<file path="src/hw/rtl/urlpd_pkg.sv">
// Types, constants and hex digit helper shared by the URL percent decoder.
package urlpd_pkg;

    typedef struct packed {
        logic [7:0] in_byte;
        logic       in_last;
    } in_item_t;

    typedef struct packed {
        logic [7:0] out_byte;
        logic       out_last;
    } out_item_t;

    localparam logic [1:0] PH_IDLE     = 2'd0;
    localparam logic [1:0] PH_FIRST    = 2'd1;
    localparam logic [1:0] PH_SECOND   = 2'd2;
    localparam logic [1:0] PH_RESERVED = 2'd3;

    localparam logic [7:0] PERCENT_CHAR = 8'h25;

    typedef struct packed {
        logic [1:0] escape_phase;
        logic [3:0] high_nibble;
        logic       first_digit_valid;
    } esc_state_t;

    typedef struct packed {
        logic       is_digit;
        logic [3:0] value;
    } hex_digit_t;

    function automatic hex_digit_t hex_decode(input logic [7:0] b);
        hex_digit_t h;
        h.is_digit = 1'b1;
        h.value    = 4'd0;
        if (b >= 8'h30 && b <= 8'h39)
        begin
            h.value = 4'(b - 8'h30);
        end
        else if (b >= 8'h41 && b <= 8'h46)
        begin
            h.value = 4'(b - 8'h41 + 8'd10);
        end
        else if (b >= 8'h61 && b <= 8'h66)
        begin
            h.value = 4'(b - 8'h61 + 8'd10);
        end
        else
        begin
            h.is_digit = 1'b0;
        end
        return h;
    endfunction

endpackage

</file>
<file path="src/hw/rtl/urlpd_step.sv">
// Escape decode for one character: next escape state and optional decoded byte.
module urlpd_step (
    input  urlpd_pkg::esc_state_t state,
    input  urlpd_pkg::in_item_t   item,
    output urlpd_pkg::esc_state_t state_next,
    output logic                  emit,
    output urlpd_pkg::out_item_t  result
);

    urlpd_pkg::hex_digit_t hd;
    logic [3:0]            dval;

    assign hd   = urlpd_pkg::hex_decode(item.in_byte);
    assign dval = hd.is_digit ? hd.value : 4'd0;

    always_comb
    begin
        state_next      = '0;
        emit            = 1'b1;
        result.out_last = item.in_last;
        result.out_byte = item.in_byte;
        unique case (state.escape_phase)
            urlpd_pkg::PH_FIRST:
            begin
                result.out_byte = {4'd0, dval};
                if (!item.in_last)
                begin
                    emit                         = 1'b0;
                    state_next.escape_phase      = urlpd_pkg::PH_SECOND;
                    state_next.high_nibble       = dval;
                    state_next.first_digit_valid = hd.is_digit;
                end
            end
            urlpd_pkg::PH_SECOND:
            begin
                if (!state.first_digit_valid)
                    result.out_byte = 8'd0;
                else if (hd.is_digit)
                    result.out_byte = {state.high_nibble, hd.value};
                else
                    result.out_byte = {4'd0, state.high_nibble};
            end
            urlpd_pkg::PH_IDLE, urlpd_pkg::PH_RESERVED:
            begin
                if (item.in_byte == urlpd_pkg::PERCENT_CHAR)
                begin
                    result.out_byte = 8'd0;
                    if (!item.in_last)
                    begin
                        emit                    = 1'b0;
                        state_next.escape_phase = urlpd_pkg::PH_FIRST;
                    end
                end
            end
            default:
            begin
                result.out_byte = item.in_byte;
            end
        endcase
    end

endmodule

</file>
<file path="src/hw/rtl/url_percent_decoder.sv">
// URL percent decoder top level: input register, escape decode, result register.
//
// Usage: encoded characters arrive on the enc channel (enc_valid, enc_stall,
// enc_data) with in_last set on the final character of a string. Decoded
// characters leave on the dec channel (dec_valid, dec_stall, dec_data).
// A transaction completes on a rising edge with valid high and stall low.
// Ordinary characters pass through; '%' and the next two characters form an
// escape that yields one decoded byte, or a partial value if in_last ends it.
// The '%' and first digit transactions of a full escape give no output.
// A result passes through the input register, then the result register, before
// it is presented. Throughput: one character per cycle while dec_stall is low,
// set by the combinational escape decode between the two registers.
// When dec_stall is high the result register holds; the input register then
// fills and enc_stall rises in the same cycle it can no longer drain.
// Reset clears both valid flags and returns the decoder outside any escape.
module url_percent_decoder (
    input  logic                 clk,
    input  logic                 rst_n,
    input  logic                 enc_valid,
    output logic                 enc_stall,
    input  urlpd_pkg::in_item_t  enc_data,
    output logic                 dec_valid,
    input  logic                 dec_stall,
    output urlpd_pkg::out_item_t dec_data
);

    logic                  in_valid_reg;
    urlpd_pkg::in_item_t   in_item_reg;
    urlpd_pkg::esc_state_t state_reg;
    urlpd_pkg::esc_state_t state_next;
    logic                  out_valid_reg;
    urlpd_pkg::out_item_t  out_item_reg;
    logic                  emit;
    urlpd_pkg::out_item_t  result;
    logic                  out_free;
    logic                  advance;

    assign out_free  = !out_valid_reg || !dec_stall;
    assign advance   = in_valid_reg && out_free;
    assign enc_stall = in_valid_reg && !out_free;

    urlpd_step u_step (
        .state      (state_reg),
        .item       (in_item_reg),
        .state_next (state_next),
        .emit       (emit),
        .result     (result)
    );

    always_ff @(posedge clk or negedge rst_n)
    begin
        if (!rst_n)
        begin
            in_valid_reg  <= 1'b0;
            out_valid_reg <= 1'b0;
            state_reg     <= '0;
        end
        else
        begin
            if (enc_valid && !enc_stall)
                in_valid_reg <= 1'b1;
            else if (advance)
                in_valid_reg <= 1'b0;
            if (advance)
            begin
                state_reg     <= state_next;
                out_valid_reg <= emit;
            end
            else if (out_free)
            begin
                out_valid_reg <= 1'b0;
            end
        end
    end

    always_ff @(posedge clk)
    begin
        if (enc_valid && !enc_stall)
            in_item_reg <= enc_data;
        if (advance && emit)
            out_item_reg <= result;
    end

    assign dec_valid = out_valid_reg;
    assign dec_data  = out_item_reg;

    a_no_reserved_phase: assert property (
        @(posedge clk) disable iff (!rst_n)
        state_reg.escape_phase != urlpd_pkg::PH_RESERVED
    ) else $error("escape phase reached unused code");

    a_last_ends_escape: assert property (
        @(posedge clk) disable iff (!rst_n)
        advance && in_item_reg.in_last |=> state_reg.escape_phase == urlpd_pkg::PH_IDLE
    ) else $error("end of string left decoder inside an escape");

    a_idle_state_clear: assert property (
        @(posedge clk) disable iff (!rst_n)
        state_reg.escape_phase != urlpd_pkg::PH_SECOND
            |-> state_reg.high_nibble == 4'd0 && !state_reg.first_digit_valid
    ) else $error("stale nibble outside second digit phase");

    a_last_always_emits: assert property (
        @(posedge clk) disable iff (!rst_n)
        advance && in_item_reg.in_last |=> out_valid_reg && out_item_reg.out_last
    ) else $error("final character produced no result");

endmodule
</file>
<file path="config.mk">
export PLATFORM = sky130hd
export DESIGN_NAME = url_percent_decoder
export DESIGN_NICKNAME = d
export VERILOG_FILES = /design/src/hw/rtl/urlpd_pkg.sv /design/src/hw/rtl/urlpd_step.sv /design/src/hw/rtl/url_percent_decoder.sv
export SDC_FILE = /design/constraint.sdc
export NUM_CORES = 1
export LEC_CHECK = 0
export ABC_AREA = 0
export BUFFER_PORTS_ARGS = -buffer_cell sky130_fd_sc_hd__clkbuf_2
export CORE_ASPECT_RATIO = 0.9
export CORE_MARGIN = 8
export CORE_UTILIZATION = 54
export CTS_CLUSTER_SIZE = 16
export DETAILED_ROUTE_END_ITERATION = 10
export HOLD_SLACK_MARGIN = 0.1
export PLACE_DENSITY = 0.84
export SYNTH_ARGS = -nofsm -noshare
export SYNTH_HDL_FRONTEND = slang
export SYNTH_SLANG_ARGS = --single-unit
export TNS_END_PERCENT = 5
</file>
<file path="constraint.sdc">
create_clock -name clk -period 2.6 [get_ports clk]
set_input_delay 0.26 -clock clk [delete_from_list [all_inputs] [get_ports clk]]
set_output_delay 0.26 -clock clk [all_outputs]
set_load 0.005 [all_outputs]
</file>
# After elaboration in Yosys (flattened, before gate mapping)
# Cells that the tools add are included.
[word_totals] ff_bits=27 wordCells=63
[op_classes] n_addsub=5 n_lt_le_gt_ge=6 n_eq_ne=4 muxes=23 reduce_logical=16
[ops] operator="$mux 8" count=3
[ops] operator="$pmux 8 s3" count=1
[ops] operator="$ge 8x7->1 const B" count=2
[ops] operator="$le 8x7->1 const B" count=2
[ops] operator="$mux 4" count=4
[ops] operator="$sub 4x1->4 const B" count=3
[ops] operator="$mux 1" count=10
[ops] operator="$add 4x4->4 const B" count=2
[ops] operator="$eq 8x6->1 const B" count=1
[ops] operator="$ge 8x6->1 const B" count=1
[ops] operator="$le 8x6->1 const B" count=1
[ops] operator="$logic_and 1x1->1" count=7
[ops] operator="$mux 7" count=1
[ops] operator="$mux 5" count=1
[ops] operator="$eq 2x2->1 const B" count=2
[ops] operator="$logic_not 1->1" count=4
[ops] operator="$pmux 2 s2" count=1
[ops] operator="$reduce_bool 2->1" count=2
[ops] operator="$eq 2x1->1 const B" count=1
[ops] operator="$logic_not 2->1" count=1
[ops] operator="$mux 2" count=1
[ops] operator="$pmux 1 s2" count=1
[ops] operator="$reduce_or 2->1" count=1
[ops] operator="$logic_or 1x1->1" count=1

# Depth between registers and ports, before layout
# Gate-level depths: netlist (run 1).
[depth] word_depth=8 depth_mapped=7 ltp_nobuf=6

# By module
# A second synthesis (run 1) with hierarchy kept.
[hier_totals] cells_unflattened=113 area_unflattened_um2=1426.4
[modules_own_cells] mod="url_percent_decoder" instances=1 cells_per_inst=43 area_per_inst_um2=900.9
[modules_own_cells] mod="urlpd_step" instances=1 cells_per_inst=70 area_per_inst_um2=525.5

# Worst setup path before layout (run 1)
# Ideal clock, no wire load.
[synth_path] path_type="register to register" start="reg state_reg[5] (netlist bit)" end="reg out_item_reg (netlist bit dec_data[0]), enable pin" setup_time_ns=0.393 arrival_ns=1.855 required_time_ns=2.207 setup_slack_ns=0.353 stages_incl_launch_ff=6 path_buffers=0 synth_period_minus_slack_ns=2.247 path_cell_list="dfrtp_1 -> inv_1 -> ha_1 -> inv_1 -> a41o_1 -> a211oi_1"
[synth_between] elab_chain_cells=4 elab_cells_between_ends=6
[synth_lines] element="start, declared" line_no="url_percent_decoder.sv:29" text="urlpd_pkg::esc_state_t state_reg;"
[synth_lines] element="start signal, assigned" line_no="url_percent_decoder.sv:66" text="state_reg <= state_next;"
[synth_lines] element="$eq 2x2->1 / $logic_not 2->1 (equally long branches)" line_no="urlpd_step.sv:22" text="unique case (state.escape_phase)"
[synth_lines] element="$reduce_or 2->1" line_no="urlpd_step.sv:22"
[synth_lines] element="$pmux 1 s2 (*)" line_no="urlpd_step.sv:22"
[synth_lines] element="$logic_and 1x1->1 (*)" line_no="url_percent_decoder.sv:80" text="if (advance && emit)"
[synth_lines] element="end signal, assigned" line_no="url_percent_decoder.sv:81" text="out_item_reg <= result;"
[synth_lines] element="end, declared" line_no="url_percent_decoder.sv:32" text="urlpd_pkg::out_item_t out_item_reg;"
# Every way passes the cells marked *; elsewhere a longest branch is shown, timed or not.
# A chain may end at the register's enable or synchronous reset.

==> summary.md, run 1 <==
| Metric | Value |
|---|---|
| Status | `finished, final reports clean` |
| Residual DRC | `0` |
| Async S/R FF share, synth | `about a third` |
| Worst skew pair latency | `approximately 0.32 ns` |
| PnR Total Power | `790 µW` |
| Hpwl dp | `2.16 mm` |
| RSZ-0062 raised after global routing | `no` |
| Pwr/cell area | `a little under 500 mW/mm²` |
| Synth Flop Type | `edfxtp_1` |
| # resized after CTS | `0` |
| Worst-margin pin slew | `0.562 ns` |
| Worst vdd rail ir drop | `0.000375 V` |
| Die span in y | `63.9 µm` |
| Final TNS setup | `0 ns` |
| YS warnings | `0` |
| Hold Vio Cnt, Final | `0` |
| Die W | `69.2 µm` |
| CTS buffer count | `3` |
| Proportion of layout cells with a drive suffix above 1 | `21.1%` |
| Mapped Cells | `118` |
| MaxCap Viol Count | `0` |
| Worst Setup Start Kind | `register` |
| Number of global-route vias before repair | `1026` |
| TritonRoute pass-1 iters | `4` |
| Clk sinks | `27` |
| Starting Density | `a little under three fifths` |
| # H-tree levels | `1` |
| GRT Total Usage | `12.4%` |
| Synth top cells by count | `edfxtp_1, nand2_1, dfrtp_1` |
| Nets | `172` |
| DR WL/cell | `16.2 µm` |
| Period utilization | `84.0%` |
| Wl on met1 | `1.15 mm` |
| Number of diodes | `0` |
| Finished Cell Area | `0.00163 mm²` |
| Post-Syn Nets | `137` |
| WP data arrival | `2.27 ns` |
| Mapped cell area | `roughly 0.0014 mm²` |
| Clock tree buffer depth | `2` |
| Minimum clock period | `2.18 ns` |
| Synth top area cells | `edfxtp_1, dfrtp_1, ha_1` |
| DP Area | `0.00151 mm²` |
| Iter 0 DRT Violations | `35` |
| Endpoints failing setup | `0` |
| Final Max Slew Viols | `0` |
| Pin count of the biggest net entering global routing | `16` |
| Grt ovf | `0` |
| Synth Register Bits | `27` |
| Met3 Wirelength | `211 µm` |
| Core footprint | `0.00245 mm²` |
| Crit path capture type | `register` |
| CP max FO | `13` |
| Max-slew headroom | `62.5%` |
| TritonCTS clock tree | `done` |
| Sequential fraction of the synthesis area | `55.7%` |
| Antenna-violating nets left | `0` |
| Max Clk Rate | `about 460 MHz` |
| WP data required | `roughly 2.7 ns` |
| Max layer used | `met4` |
| Via count | `1064` |
| Leakage power | `0.000714 µW` |
| Initial antenna violation count | `0` |
| Post-synth EDFFs | `18` |
| I/O pins | `24` |
| Final Wtd Congestion | `0.905` |
| Classification of the worst-slack hold path | `in -> reg` |
| Placement row count | `17` |
| Die ar. | `0.00442 mm²` |
| Final Non-Filler Cells | `180` |
| Worst-path clk slew | `0.13 ns` |
| First-pass GRT wire length | `4.60 mm` |
| Area delta synth->final | `18.8%` |
| # port buffers | `23` |
| Synth area leader | `edfxtp_1` |
| Synth top area share | `about 39%` |
| Worst Skew | `about 0.0046 ns` |
| Vias per cell | `5.91` |
| DP Cell Count | `166` |
| Clk Tree Root Cell | `clkbuf_4` |
| Routed WL | `2.91 mm` |
| Unique masters post-synth | `38` |
| WS Path Type | `reg -> reg` |
| Syn_area_per_cell | `11.7 µm²` |
| Met2 wire length | `between 1.5 and 2 mm` |
==> per-layer routing <==
| metal | vias up | track usage [%] |
|---|---|---|
| met3 | 4 | 5.40 |
| met4 | 0 | 2.56 |
| met1 | 510 | 13.6 |
| met2 | 38 | 22.0 |
| li1 | 512 | - |
| met5 | - | 0 |
==> final timing paths <==
path	from	end	slack, ns	cells after the start
worst min register to register	state_reg[5]	state_reg[5]	0.53	2
min in group asynchronous	rst_n	state_reg[1]	0.30	2
worst max-delay path	in_item_reg[2]	dec_data[2]	0.42	6
worst max register to register	in_item_reg[2]	dec_data[2]	0.42	6
max in group asynchronous	rst_n	state_reg[0]	2.11	2
worst min-delay path	enc_valid	in_valid_reg	0.15	2
==> power breakdown <==
group | switching [µW] | leakage [µW] | internal [µW] | total [µW]
combinational | 53.5 | 0.000402 | 50.5 | 104
sequential | 21.7 | 0.000294 | 493 | 515
clock | 114 | 0.0000177 | 57.6 | 172
==> layout by cell type, fill, tap and decap left out, types with 2 or more instances in the layout <==
cell / instances
clkbuf_4: 3
nor4b_2: 2
nand3_1: 3
and2_1: 2
nor2b_1: 2
nor2_1: 3
inv_1: 8
edfxtp_1: 18
nand2b_1: 2
o2111ai_1: 4
dfrtp_1: 9
ha_1: 6
o21ai_0: 2
and3_1: 2
a21o_1: 2
dlygate4sd3_1: 10
a221o_1: 4
clkbuf_2: 23
o21ai_1: 3
nand2_1: 18
a22oi_1: 2
a21oi_1: 5
==> repair_timing <==
action | in CTS | in global routing
hold endpoints to repair | 16 | 2
setup buffers | 0 | 0
hold buffers | 8 | 2
==> cell type report <==
class,instances,area [µm²]
clock buffer,3,22.5
clock inverter,1,5.00
fill,185,812
inverter,8,30.0
multi-input combinational,79,553
sequential,27,766
tap,28,35.0
timing repair buffer,34,223
==> logic make-up after synthesis <==
kind of cell	count (synthesis)	synth area share (%)
buf+inv	12	4.09
fa+ha+maj	6	5.46
mux	1	0.728
simple gates	39	15.6
flops	27	55.7
compound gates	33	18.4
==> per-stage QoR <==
step	utilization, %	setup slack (ns)	hold slack, ns
global placement	61.6	0.575	0.121
finish	66.8	0.417	0.148
detailed placement	61.6	0.477	0.124
CTS	66.0	0.448	0.103
global route	66.8	0.266	0.138
floorplan	-	0.353	-0.0356
==> critical path, stage by stage (launching register included) <==
cell,delay [ns]
edfxtp_1,0.50
inv_1,0.13
ha_1,0.21
o21bai_1,0.10
a21oi_2,0.47
nor4_2,0.16
a221o_1,0.38
(Power assumes the default switching activity.)
==> run 2, diff against run 1 <==
--- a/config.mk
+++ b/config.mk
@@ -5,7 +5,7 @@
 export SDC_FILE = /design/constraint.sdc
 export NUM_CORES = 1
 export LEC_CHECK = 0
-export ABC_AREA = 0
+export ABC_AREA = 1
 export BUFFER_PORTS_ARGS = -buffer_cell sky130_fd_sc_hd__clkbuf_2
 export CORE_ASPECT_RATIO = 0.9
 export CORE_MARGIN = 8
==> constraint.sdc (replaced) <==
create_clock -name clk -period 2.1 [get_ports clk]
set_input_delay 0.21 -clock clk [delete_from_list [all_inputs] [get_ports clk]]
set_output_delay 0.21 -clock clk [all_outputs]
set_load 0.005 [all_outputs]
==> run 2 against run 1 <==
Critical path depth grew 2. Combinational power grew 70%. Global-route usage grew 0.71 points. Core utilization grew 0.12 points. Cell count grew 15%. Flip-flop and latch count is the same. Hold slack gained 0.0064 ns. Synthesized cell count grew 22%. Synthesized area shrank 1.0%. Register-to-register slack lost 0.18 ns. Critical path type unchanged.
==> summary.md, run 2 <==
| Metric | Value |
|---|---|
| Antenna-violating nets left | `0` |
| Final Max Slew Viols | `0` |
| PnR Total Power | `between 1000 and 1500 µW` |
| DR WL/cell | `13.7 µm` |
| Number of diodes | `0` |
| Pin count of the biggest net entering global routing | `15` |
| Post-synth EDFFs | `18` |
| Iter 0 DRT Violations | `41` |
| Area delta synth->final | `19.2%` |
| WP data arrival | `1.88 ns` |
| Final Wtd Congestion | `0.944` |
| Unique masters post-synth | `22` |
| Core footprint | `0.00242 mm²` |
| Proportion of layout cells with a drive suffix above 1 | `20.1%` |
| CP Buf/Inv Count | `2` |
| Sw Ratio | `a little over a quarter` |
| Grt ovf | `0` |
| Synth top area share | `39.7%` |
| Mapped cell area | `0.00136 mm²` |
| # resized after CTS | `0` |
| TritonCTS clock tree | `done` |
| Final Hold Slack | `0.155 ns` |
| Synth top area cells | `edfxtp_1, dfrtp_1, nand2_1` |
| WS Path Type | `reg -> reg` |
| Most common cell after layout, fill and taps aside | `nand2_1` |
| Crit path capture type | `register` |
| Worst-path clk slew | `0.14 ns` |
| Clock Power Share | `21.3%` |
| WP data required | `2.11 ns` |
| Nets | `199` |
| Max Clk Rate | `535 MHz` |
| Classification of the worst-slack hold path | `in -> reg` |
| Minimum clock period | `1.87 ns` |
| Leakage power | `0.000783 µW` |
| Vias per cell | `5.35` |
| # port buffers | `23` |
| Async S/R FF share, synth | `33.3%` |
| Synth Flop Type | `edfxtp_1` |
| Seq pwr share | `62.0%` |
| Synth Register Bits | `27` |
| Clk Tree Root Cell | `clkbuf_4` |
| Endpoints failing setup | `0` |
| Most frequent cells in the layout | `nand2_1, clkbuf_2, edfxtp_1, inv_1, nand3_1` |
| CTS buffer count | `3` |
| Mapped Cells | `144` |
| Hold_buf cts | `10` |
| Routed WL | `2.83 mm` |
| Worst-margin pin slew | `roughly 0.4 ns` |
| Worst vdd rail ir drop | `0.000499 V` |
| Worst Setup Start Kind | `register` |
| Worst path max stage delay | `0.51 ns` |
| Die span in y | `63.6 µm` |
| Critical Path Most Common Cell | `nand2_1` |
| Sequential fraction of the synthesis area | `56.3%` |
| Worst path slowest cell | `edfxtp_1` |
| Combinational Power Share | `16.7%` |
| Post-Syn Nets | `163` |
| Via count | `1108` |
| Starting Density | `56.1%` |
| Die ar. | `0.00439 mm²` |
| Clock tree buffer depth | `2` |
| Worst path cell trace | `ha_1 -> inv_1 -> nor2_1 -> nand4_1 -> nand2_1 -> nand2_1 -> nand2_1 -> inv_1` |
| Net Switching | `285 µW` |
| MaxCap Viol Count | `0` |
| Period utilization | `between 80 and 90%` |
| Worst skew pair latency | `0.33 ns` |
| Syn_area_per_cell | `9.45 µm²` |
| Initial antenna violation count | `0` |
| Hpwl dp | `2.15 mm` |
| I/O pins | `24` |
| Status | `finished, final reports clean` |
| Fill count | `between 200 and 250` |
| Count leader, synth | `nand2_1` |
| Max-slew headroom | `73.2%` |
| CP delay by family, top | `flip-flops` |
| TritonRoute pass-1 iters | `4` |
| First-pass GRT wire length | `roughly 4.5 mm` |
| Synth top cells by count | `nand2_1, edfxtp_1, inv_1` |
| # H-tree levels | `1` |
| Pwr/cell area | `654 mW/mm²` |
| Placement row count | `17` |
| Hold Vio Cnt, Final | `0` |
| CP max FO | `9` |
| Die W | `68.9 µm` |
| Final TNS setup | `0 ns` |
| Internal | `776 µW` |
| Post-CTS Setup Inserts | `0` |
| YS warnings | `0` |
| Clk sinks | `27` |
| RSZ-0062 raised after global routing | `no` |
| Worst Skew | `0.00853 ns` |
| Synth area leader | `edfxtp_1` |
| Number of global-route vias before repair | `1048` |
| Residual DRC | `0` |
| GRT Total Usage | `13.1%` |
==> run 2: cell type report <==
type                            count  area, µm²  area share, %
Multi-Input combinational cell     97        513           31.6
Clock buffer                        4       26.3           1.62
Inverter                           18       67.6           4.16
Tap cell                           28       35.0           2.16
Sequential cell                    27        766           47.2
Timing Repair Buffer               33        215           13.3
==> run 2: logic make-up after synthesis <==
family / Yosys count / share of synthesized area (%)
buffers and inverters: 20 / 6.07
AND/OR/NAND/NOR: 75 / 25.2
flip-flops: 27 / 56.3
AO/OA/AOI/OAI: 16 / 6.99
adder cells (fa/ha/maj): 6 / 5.51
==> run 2: final timing paths <==
check | start | end | slack [ns] | depth (start not counted)
max | in_item_reg[1] | dec_data[7] | 0.23 | 8
min | enc_valid | in_valid_reg | 0.15 | 3
max reg2reg | in_item_reg[1] | dec_data[7] | 0.23 | 8
min reg2reg | state_reg[0] | state_reg[0] | 0.53 | 1
max in group asynchronous | rst_n | state_reg[0] | 1.66 | 2
min in group asynchronous | rst_n | state_reg[2] | 0.24 | 2
==> run 2: stage by stage <==
step / utilization (%) / setup slack [ns] / instances / area (µm²)
final: 66.9 / 0.233 / 207 / 1620
after global routing: 66.9 / 0.0897 / 207 / 1620
after CTS: 66.9 / 0.245 / 207 / 1620
after detailed placement: 61.7 / 0.271 / 193 / 1500
after global placement: 61.7 / 0.406 / 193 / 1500
after floorplan: - / 0.476 / 144 / 1360
==> run 2: tightest hold or removal path, stage by stage <==
cell and delay [ns]:
clkbuf_2 0.07, o21ai_0 0.09, o21ai_0 0.08
==> run 2: per-layer routing <==
layer | vias up | part of all wire, % | global-route usage [%]
met3 | 7 | 11 | 4.42
li1 | 550 | - | -
met1 | 495 | 39 | 14.9
met2 | 56 | 48 | 20.6
met4 | 0 | 2.4 | 7.52
met5 | - | 0 | 0
==> run 2: power by group through the flow <==
stage | clock network (µW) | registers [µW] | logic, µW
finish | 226 | 657 | 177
CTS | 230 | 657 | 179
global route | 252 | 662 | 200
global placement | 0 | 666 | 160
floorplan | 0 | 668 | 92.6
detailed placement | 0 | 669 | 163
==> run 3, diff against run 2 <==
--- a/config.mk
+++ b/config.mk
@@ -5,14 +5,12 @@
 export SDC_FILE = /design/constraint.sdc
 export NUM_CORES = 1
 export LEC_CHECK = 0
-export ABC_AREA = 1
 export BUFFER_PORTS_ARGS = -buffer_cell sky130_fd_sc_hd__clkbuf_2
 export CORE_ASPECT_RATIO = 0.9
 export CORE_MARGIN = 8
 export CORE_UTILIZATION = 54
 export CTS_CLUSTER_SIZE = 16
 export DETAILED_ROUTE_END_ITERATION = 10
-export HOLD_SLACK_MARGIN = 0.1
 export PLACE_DENSITY = 0.84
 export SYNTH_ARGS = -nofsm -noshare
 export SYNTH_HDL_FRONTEND = slang
==> run 3 against run 2 <==
Critical path depth shrank 1. Fmax fell by 9.2%. First-iteration DRC count up 39%. Register-to-register slack lost 0.19 ns. Clock power fell by 3%. Sequential share of layout area rose by 0.81 points. Largest power group unchanged. Die area grew 0.76%. Cell count shrank 15%. Core utilization is 1.7 points lower. Critical path type unchanged. Global-route usage shrank 0.63 points. Routed wire length shrank 1.4%. Hold slack worse by 0.10 ns.
==> summary.md, run 3 (same netlist as run 1, synthesis figures left out) <==
| Metric | Value |
|---|---|
| DP Cell Count | `approximately 170` |
| Number of global-route vias before repair | `1002` |
| Internal | `739 µW` |
| Die ar. | `0.00442 mm²` |
| Nets | `168` |
| Pwr/cell area | `between 600 and 700 mW/mm²` |
| Die span in y | `63.9 µm` |
| Worst-margin pin slew | `0.389 ns` |
| DR WL/cell | `15.8 µm` |
| First-pass GRT wire length | `4.66 mm` |
| Routed WL | `2.79 mm` |
| Levels on crit path | `7` |
| Pin count of the biggest net entering global routing | `16` |
| Most frequent cells in the layout | `clkbuf_2, nand2_1, edfxtp_1, dfrtp_1, inv_1` |
| Via count | `1054` |
| Placement row count | `17` |
| Grt ovf | `0` |
| Iter 0 DRT Violations | `57` |
| GRT Total Usage | `12.5%` |
| Net Switching | `about 240 µW` |
| Worst Setup Start Kind | `register` |
| Number of diodes | `0` |
| Worst skew pair latency | `0.32 ns` |
| Initial antenna violation count | `0` |
| TritonRoute pass-1 iters | `4` |
| Post-route core utilization | `65.2%` |
| Combinational Power Share | `13.1%` |
| Worst reg2reg path startpoint | `in_item_reg[1]` |
| I/O pins | `24` |
| TritonCTS clock tree | `done` |
| Final Max Slew Viols | `0` |
| Final Non-Filler Cells | `about 180` |
| Vias per cell | `5.99` |
| Crit path capture type | `register` |
| Period utilization | `98.0%` |
| Proportion of layout cells with a drive suffix above 1 | `25.7%` |
| Worst path cell trace | `inv_1 -> ha_1 -> o21bai_1 -> a21oi_2 -> buf_4 -> a21o_1 -> a221o_1` |
| Max Clk Rate | `486 MHz` |
| Classification of the worst-slack hold path | `in -> reg` |
| # H-tree levels | `1` |
| Clk Tree Root Cell | `clkbuf_4` |
| Crit path launch | `in_item_reg[1]` |
| Endpoints failing setup | `0` |
| Antenna-violating nets left | `0` |
| # port buffers | `23` |
| Minimum clock period | `about 2.1 ns` |
| Status | `finished, final reports clean` |
| Area delta synth->final | `16.0%` |
| Most common cell after layout, fill and taps aside | `clkbuf_2` |
| Max-slew headroom | `74.1%` |
| Worst vdd rail ir drop | `0.000457 V` |
| Sw Ratio | `24.5%` |
| MaxCap Viol Count | `0` |
| WP data required | `2.19 ns` |
| Final Wtd Congestion | `0.885` |
| Die W | `69.2 µm` |
| Worst-path clk slew | `0.14 ns` |
| Post-CTS Setup Inserts | `0` |
| CTS buffer count | `3` |
| Leakage power | `~0.0007 µW` |
| Hold Vio Cnt, Final | `0` |
| Area of the multi-input gates | `567 µm²` |
| Residual DRC | `0` |
| Worst R2R Setup Slack | `0.04 ns` |
| RSZ-0062 raised after global routing | `yes` |
| CP Buf/Inv Count | `2` |
| Final Hold Slack | `0.0519 ns` |
| Core footprint | `0.00245 mm²` |
| WS Path Type | `reg -> reg` |
| Seq pwr share | `between 60 and 70%` |
| WP data arrival | `2.15 ns` |
| Hold path start | `enc_data[5]` |
| Clock Power Share | `22.4%` |
| CP delay by family, top | `compound AO/OA/AOI/OAI gates` |
| Worst Skew | `around 0.0054 ns` |
| Starting Density | `56.2%` |
| Hpwl dp | `2.15 mm` |
| Worst path slowest cell | `edfxtp_1` |
| Worst path max stage delay | `0.47 ns` |
| Clk sinks | `27` |
| Fill count | `184` |
| CP max FO | `7` |
| Worst r2r path cells | `7` |
| Reg area | `about 770 µm²` |
| Clock tree buffer depth | `2` |
| Hold-critical path depth | `1` |
## run 3: cell type report
cell class / instances / area share (%)
clock inverters: 1 / 0.314
flip-flops and latches: 27 / 48.0
clock buffers: 3 / 1.41
well taps: 28 / 2.20
repair buffers: 30 / 10.7
inverters: 8 / 1.88
multi-input cells: 79 / 35.5
## run 3: worst paths after layout
kind	to
max	dec_data[4]
min	in_item_reg[5]
max reg2reg	dec_data[4]
min reg2reg	dec_data[0]
max in group asynchronous	state_reg[3]
min in group asynchronous	in_valid_reg
## run 3: what timing repair did
item	CTS	global route
endpoints found under the hold margin	9	0
resized for setup	0	1
endpoints found under the setup margin	0	3
hold buffers	1	0
## run 3: metal layers
metal	vias to the layer above	global-route usage, %	part of all wire (%)
met2	48	22.1	49
met1	492	14.6	41
li1	504	-	-
met5	-	0	0
met3	10	4.17	8.0
met4	0	2.30	1.1
## run 3: stage by stage
stage / worst slack [ns] / total power [µW] / cell area (µm²) / setup TNS (ns)
3_3_place_gp: 0.158 / 764 / 1550 / 0
2_1_floorplan: 0.165 / 708 / 1380 / 0
5_1_grt: -0.0196 / 1030 / 1600 / -0.0625
4_1_cts: 0.0713 / 986 / 1590 / 0
6_report: 0.0426 / 978 / 1600 / 0
3_5_place_dp: 0.114 / 769 / 1550 / 0
## run 3: power groups by stage
stage | Sequential [µW] | Clock (µW) | Combinational [µW]
after floorplan | 642 | 0 | 65.8
after global placement | 642 | 0 | 122
after detailed placement | 643 | 0 | 127
after CTS | 631 | 227 | 129
after global routing | 635 | 251 | 142
final | 631 | 219 | 128
